--- src/hdl/cgn_pkg.sv ---
// ----------------------------------------------------------------------------
// Grid cell store package
// Shared widths, codes, types and step tables for the grid cell store.
// ----------------------------------------------------------------------------
`default_nettype none

package cgn_pkg;

    localparam int SIDE_W   = 6;
    localparam int DIM_W    = 7;
    localparam int IDX_W    = 12;
    localparam int CELLS    = 4096;
    localparam int FLAG_W   = 8;
    localparam int COST_W   = 16;
    localparam int BLOCKED_BIT = 0;
    localparam int MAX_SIDE = 64;
    localparam logic [COST_W-1:0] COST_MAX = '1;
    localparam logic [COST_W-1:0] COST_ONE = 16'd256;

    localparam logic [2:0] OP_READ        = 3'd0;
    localparam logic [2:0] OP_SET_COST    = 3'd1;
    localparam logic [2:0] OP_SET_FLAGS   = 3'd2;
    localparam logic [2:0] OP_SET_BLOCKED = 3'd3;
    localparam logic [2:0] OP_FILL        = 3'd4;
    localparam logic [2:0] OP_CLEAR       = 3'd5;
    localparam logic [2:0] OP_NEIGHBOURS  = 3'd6;

    localparam logic [1:0] CFG_WIDTH  = 2'd0;
    localparam logic [1:0] CFG_HEIGHT = 2'd1;
    localparam logic [1:0] CFG_DIAG   = 2'd2;
    localparam logic [1:0] CFG_CUT    = 2'd3;

    localparam logic [2:0] DIR_N  = 3'd0;
    localparam logic [2:0] DIR_E  = 3'd1;
    localparam logic [2:0] DIR_S  = 3'd2;
    localparam logic [2:0] DIR_W  = 3'd3;
    localparam logic [2:0] DIR_NE = 3'd4;
    localparam logic [2:0] DIR_SE = 3'd5;
    localparam logic [2:0] DIR_SW = 3'd6;
    localparam logic [2:0] DIR_NW = 3'd7;

    typedef enum logic [2:0] {
        K_CELL  = 3'd0,
        K_FILL  = 3'd1,
        K_CLEAR = 3'd2,
        K_NBR   = 3'd3,
        K_NOP   = 3'd4
    } t_kind;

    typedef struct packed {
        t_kind                   kind;
        logic [2:0]              op;
        logic signed [7:0]       x;
        logic signed [7:0]       y;
        logic [DIM_W-1:0]        rw;
        logic [DIM_W-1:0]        rh;
        logic [FLAG_W-1:0]       flags;
        logic [COST_W-1:0]       cost;
        logic                    blocked;
    } t_item;

    typedef struct packed {
        logic [DIM_W-1:0] width;
        logic [DIM_W-1:0] height;
        logic             diag;
        logic             cut;
    } t_cfg;

    typedef struct packed {
        logic pop;
        logic init_busy;
    } t_back_ctl;

    typedef struct packed {
        logic              in_bounds;
        logic              walkable;
        logic [FLAG_W-1:0] flags;
        logic [COST_W-1:0] cost;
        logic              nb_valid;
        logic [SIDE_W-1:0] nb_x;
        logic [SIDE_W-1:0] nb_y;
        logic [2:0]        dir;
        logic              last;
    } t_result;

    function automatic logic signed [1:0] step_dx(input logic [2:0] d);
        logic signed [1:0] r;
        case (d)
            DIR_N:   r = 2'sd0;
            DIR_E:   r = 2'sd1;
            DIR_S:   r = 2'sd0;
            DIR_W:   r = -2'sd1;
            DIR_NE:  r = 2'sd1;
            DIR_SE:  r = 2'sd1;
            DIR_SW:  r = -2'sd1;
            default: r = -2'sd1;
        endcase
        return r;
    endfunction

    function automatic logic signed [1:0] step_dy(input logic [2:0] d);
        logic signed [1:0] r;
        case (d)
            DIR_N:   r = -2'sd1;
            DIR_E:   r = 2'sd0;
            DIR_S:   r = 2'sd1;
            DIR_W:   r = 2'sd0;
            DIR_NE:  r = -2'sd1;
            DIR_SE:  r = 2'sd1;
            DIR_SW:  r = 2'sd1;
            default: r = -2'sd1;
        endcase
        return r;
    endfunction

    function automatic logic [DIM_W-1:0] clamp_side(input logic [DIM_W-1:0] v);
        logic [DIM_W-1:0] r;
        if (v == '0) begin
            r = DIM_W'(1);
        end else if (v > DIM_W'(MAX_SIDE)) begin
            r = DIM_W'(MAX_SIDE);
        end else begin
            r = v;
        end
        return r;
    endfunction

endpackage

`default_nettype wire

--- src/hdl/cgn_front.sv ---
// ----------------------------------------------------------------------------
// Grid cell store front end
// Accepts operations, classifies them and queues them for the back end.
// ----------------------------------------------------------------------------
`default_nettype none

module cgn_front import cgn_pkg::*; (
    input  logic                    i_clk,
    input  logic                    i_rst_n,
    input  logic                    i_in_valid,
    output logic                    o_in_ready,
    input  logic [2:0]              i_op,
    input  logic signed [7:0]       i_x,
    input  logic signed [7:0]       i_y,
    input  logic [DIM_W-1:0]        i_rect_width,
    input  logic [DIM_W-1:0]        i_rect_height,
    input  logic [FLAG_W-1:0]       i_flags_in,
    input  logic [COST_W-1:0]       i_cost_in,
    input  logic                    i_blocked_in,
    input  t_back_ctl               i_ctl,
    output logic                    o_q_valid,
    output t_item                   o_q_item
);

    t_item      r_q [2];
    logic       r_wp;
    logic       r_rp;
    logic [1:0] r_cnt;
    t_item      w_item;
    logic       w_push;
    logic       w_pop;

    always_comb begin
        w_item.op      = i_op;
        w_item.x       = i_x;
        w_item.y       = i_y;
        w_item.rw      = i_rect_width;
        w_item.rh      = i_rect_height;
        w_item.flags   = i_flags_in;
        w_item.cost    = i_cost_in;
        w_item.blocked = i_blocked_in;
        case (i_op)
            OP_READ, OP_SET_COST, OP_SET_FLAGS, OP_SET_BLOCKED: w_item.kind = K_CELL;
            OP_FILL:       w_item.kind = K_FILL;
            OP_CLEAR:      w_item.kind = K_CLEAR;
            OP_NEIGHBOURS: w_item.kind = K_NBR;
            default:       w_item.kind = K_NOP;
        endcase
    end

    assign o_in_ready = (r_cnt != 2'd2) && !i_ctl.init_busy;
    assign w_push     = i_in_valid && o_in_ready;
    assign w_pop      = i_ctl.pop && o_q_valid;
    assign o_q_valid  = r_cnt != 2'd0;
    assign o_q_item   = r_q[r_rp];

    always_ff @(posedge i_clk) begin
        if (w_push) begin
            r_q[r_wp] <= w_item;
        end
    end

    always_ff @(posedge i_clk) begin
        if (!i_rst_n) begin
            r_wp  <= 1'b0;
            r_rp  <= 1'b0;
            r_cnt <= 2'd0;
        end else begin
            if (w_push) begin
                r_wp <= ~r_wp;
            end
            if (w_pop) begin
                r_rp <= ~r_rp;
            end
            r_cnt <= r_cnt + 2'(w_push) - 2'(w_pop);
        end
    end

endmodule

`default_nettype wire

--- config.mk ---
export PLATFORM = sky130hd
export DESIGN_NAME = cgn_front
export DESIGN_NICKNAME = d
export VERILOG_FILES = /design/src/hdl/cgn_pkg.sv /design/src/hdl/cgn_front.sv
export SDC_FILE = /design/constraint.sdc
export NUM_CORES = 1
export LEC_CHECK = 0
export BUFFER_PORTS_ARGS = -buffer_cell sky130_fd_sc_hd__buf_2
export CORE_MARGIN = 2
export CORE_UTILIZATION = 46
export CTS_CLUSTER_SIZE = 14
export DETAILED_ROUTE_END_ITERATION = 12
export HOLD_SLACK_MARGIN = 0.05
export PLACE_DENSITY = 0.71
export SLEW_MARGIN = 10
export SYNTH_ARGS = -nofsm -noshare
export SYNTH_HDL_FRONTEND = slang
export SYNTH_SLANG_ARGS = --single-unit
--- constraint.sdc ---
create_clock -name i_clk -period 2.2 [get_ports i_clk]
set_input_delay 0.33 -clock i_clk [delete_from_list [all_inputs] [get_ports i_clk]]
set_output_delay 0.33 -clock i_clk [all_outputs]
set_load 0.05 [all_outputs]
==> results.sh <==
export IMPL_die_w_microns=105
export IMPL_status="complete, no violations"
export IMPL_rows=36
export IMPL_grt_pass1_wl_microns=13400
export IMPL_syn_to_final_growth_pct=42.9
export IMPL_grt_overflow=0
export IMPL_dr_wl_met2_microns=4610
export IMPL_leakage_nw=2.56
export IMPL_synth_top_area_cell="edfxtp_1"
export IMPL_placed_cells=477
export IMPL_cts_htree_levels=4
export IMPL_ctsRootBufferMaster="clkbuf_8"
export IMPL_drv_slew=0
export IMPL_drc_errors=0
export IMPL_yosysWarnings=0
export IMPL_peakVddDrop_uv=619
export IMPL_io_pins=126
export IMPL_avgSynthCellArea_sq_um=21.2
export IMPL_clk_latency_ps=500
export IMPL_initial_utilization_pct=47.6
export IMPL_power_frac_seq_pct=35.3
export IMPL_critPathRequiredTime_ps=1870
export IMPL_dr_pass1_iters=4
export IMPL_cts_made_buffers=17
export IMPL_p_sw_mw=2.80
export IMPL_antenna_found_initial=0
export IMPL_worst_slew_pin_slew_ps=385
export IMPL_muxShareOfSynthArea_pct=14.6
export IMPL_clockPowerShare_pct=35.1
export IMPL_p_int_mw=5.54
export IMPL_power_mw=8.33
export IMPL_vias=2646
export IMPL_synth_cell_type_count=22
export IMPL_drt_wl_total_microns=8620
export IMPL_setup_tns_final_ps=0
export IMPL_synth_top_family_by_area="multiplexers"
export IMPL_rrSetupSlack_ps=530
export IMPL_hold_viol=0
export IMPL_ys_seq_area_share_pct=80.1
export IMPL_worstSetupPathType="reg2out"
export IMPL_max_stage_delay_ps=360
export IMPL_synth_simple_area_share_pct=2.00
export IMPL_finalSetupViolations=0
export IMPL_max_cap_violations=0
export IMPL_synth_fp_nets=287
export IMPL_crit_path_top_delay_cell="mux2_1"
export IMPL_place_hpwl_microns=4940
export IMPL_hold_path_startpoint="i_op[0]"
export IMPL_instances_no_fill=566
export IMPL_ant_nets=0
export IMPL_crit_family="buffers and inverters"
export IMPL_synth_xor_area_share_pct=0.559
export IMPL_power_density_nw_per_um2=1240
export IMPL_clock_fmax_mhz=490
export IMPL_combPwrFrac_pct=29.5
export IMPL_period_minus_slack_ps=2040
export IMPL_routabilityCongestion=0.651
export IMPL_cp_arrival_ps=1710
export IMPL_synth_compound_area_share_pct=0.399
export IMPL_rsz0062_at_grt="false"
export IMPL_path_max_fanout=27
export IMPL_wl_per_cell_microns=15.2
export IMPL_switching_share_pct=33.6
export IMPL_die_h_microns=105
export IMPL_grt_max_degree=62
export IMPL_drt_iter0_drc=88
export IMPL_yosys_area_top_type_share_pct=78.0
export IMPL_end_kind="output pin"
export IMPL_syn_area_sq_um=4700
export IMPL_cts_tree="yes"
export IMPL_grt_usage_pct=16.2
export IMPL_ys_ff_latch=127
export IMPL_dieArea_sq_um=11000
export IMPL_portBuffers=125
export IMPL_core_area_sq_um=9860
export IMPL_hp_class="in2reg"
export IMPL_r2r_start="r_cnt[1]$_SDFF_PN0_"
export IMPL_via_per_inst=4.67
export IMPL_post_route_period_util_pct=92.8
export IMPL_maxSlewHeadroom_pct=74.3
export IMPL_synth_area_top_cells="edfxtp_1 78%, mux2_1 15%, dfxtp_1 2.1%"
export IMPL_antenna_cells=0
export IMPL_yosys_area_share_adder_pct=0.533
export IMPL_grt_pass1_vias=2866
export IMPL_startpoint_type="flip-flop"
export IMPL_wl_met3_microns=466
export IMPL_synthCells=222
export IMPL_fin_skew_ps=8.91
export IMPL_routed_top_layer="met4"
export IMPL_drive_above_1_share_pct=38.1
export IMPL_cp_buffers_inverters=2
export IMPL_nNetsFinal=486
export IMPL_met1_length_microns=3430
export IMPL_clk_path_buf_depth=2
export IMPL_path_cells="buf_6 > mux2_1 > buf_2"
export IMPL_clk_pin_slew_ps=60
export IMPL_clock_sinks=127
routing by layer:
layer,up-vias,track usage [%]
li1,1265,-
met1,1291,17.5
met2,79,29.0
met3,11,4.99
met4,0,7.05
met5,-,0
sequential cells by signal (all words and copies together) (netlist names), named ones only:
signal,count
r_rp,1
r_q,122
r_cnt,2
r_wp,1
layout by cell type, fill, tap and decap left out, types with 2 or more instances in the layout:
cell and instances:
and2_1 3, buf_12 3, buf_2 125, bufinv_16 5, clkbuf_1 2, clkbuf_16 16, clkinv_4 5, clkinvlp_4 2
dfxtp_1 4, dlygate4sd3_1 58, edfxtp_1 122, ha_1 2, inv_1 2, mux2_1 61, nor2_1 3, xor2_1 2
cells by family (layout without fill, tap and decap cells):
group / count (synthesis) / in the layout
flops: 127 / 127
mux: 61 / 61
simple gates: 16 / 16
buf+inv: 10 / 221
compound gates: 3 / 3
xor+xnor: 3 / 3
fa+ha+maj: 2 / 2
power by group through the flow:
stage | logic [mW] | registers (mW) | clock network (mW)
finish | 2.46 | 2.94 | 2.93
detailed placement | 2.40 | 2.99 | 0
CTS | 2.49 | 2.94 | 3.00
floorplan | 1.93 | 2.97 | 0
global route | 2.60 | 2.96 | 3.10
global placement | 2.38 | 2.98 | 0
cell usage after synthesis:
| cell | count |
|---|---|
| xnor2_1 | 1 |
| o21ai_0 | 1 |
| nand2b_1 | 1 |
| dfxtp_1 | 5 |
| ha_1 | 2 |
| nor3_1 | 1 |
| a21oi_1 | 1 |
| buf_2 | 1 |
| nor2b_4 | 1 |
| buf_6 | 6 |
| nor2b_1 | 1 |
| and2_1 | 3 |
| inv_1 | 3 |
| nor2_1 | 4 |
| edfxtp_1 | 122 |
| nand2_1 | 1 |
| and3_1 | 2 |
| mux2_1 | 61 |
| xor2_1 | 2 |
| or3_1 | 1 |
| or2_2 | 1 |
| o21a_2 | 1 |
path summary, 6_finish.rpt:
check	to	cells past startpoint
max	o_q_item[49]	3
min	r_q[0][55]$_DFFE_PP_	1
max reg2reg	r_cnt[1]$_SDFF_PN0_	9
min reg2reg	r_wp$_SDFFE_PN0P_	2
through the flow:
stage	setup WS, ps	cell area [sq um]	utilization (%)	hold WS, ps
floorplan	235	4710	-	429
global placement	484	5500	55.7	477
detailed placement	462	5500	55.7	487
CTS	20.2	6710	68.0	61.8
global route	52.9	6710	68.1	69.2
finish	159	6710	68.1	84.9
layout make-up:
class | instances | area (sq um)
Tap cell | 133 | 166
Sequential cell | 127 | 3760
Clock buffer | 19 | 422
Fill cell | 668 | 3150
Multi-Input combinational cell | 85 | 858
Timing Repair Buffer | 187 | 1280
Clock inverter | 12 | 210
Inverter | 3 | 15.0
what timing repair did:
| action | CTS | global route |
|---|---|---|
| hold buffers | 58 | 0 |
| resized for setup | 0 | 1 |
| endpoints found under the setup margin | 0 | 19 |
| hold endpoints to repair | 115 | 0 |
| setup buffers | 0 | 0 |
(Power assumes the default switching activity.)
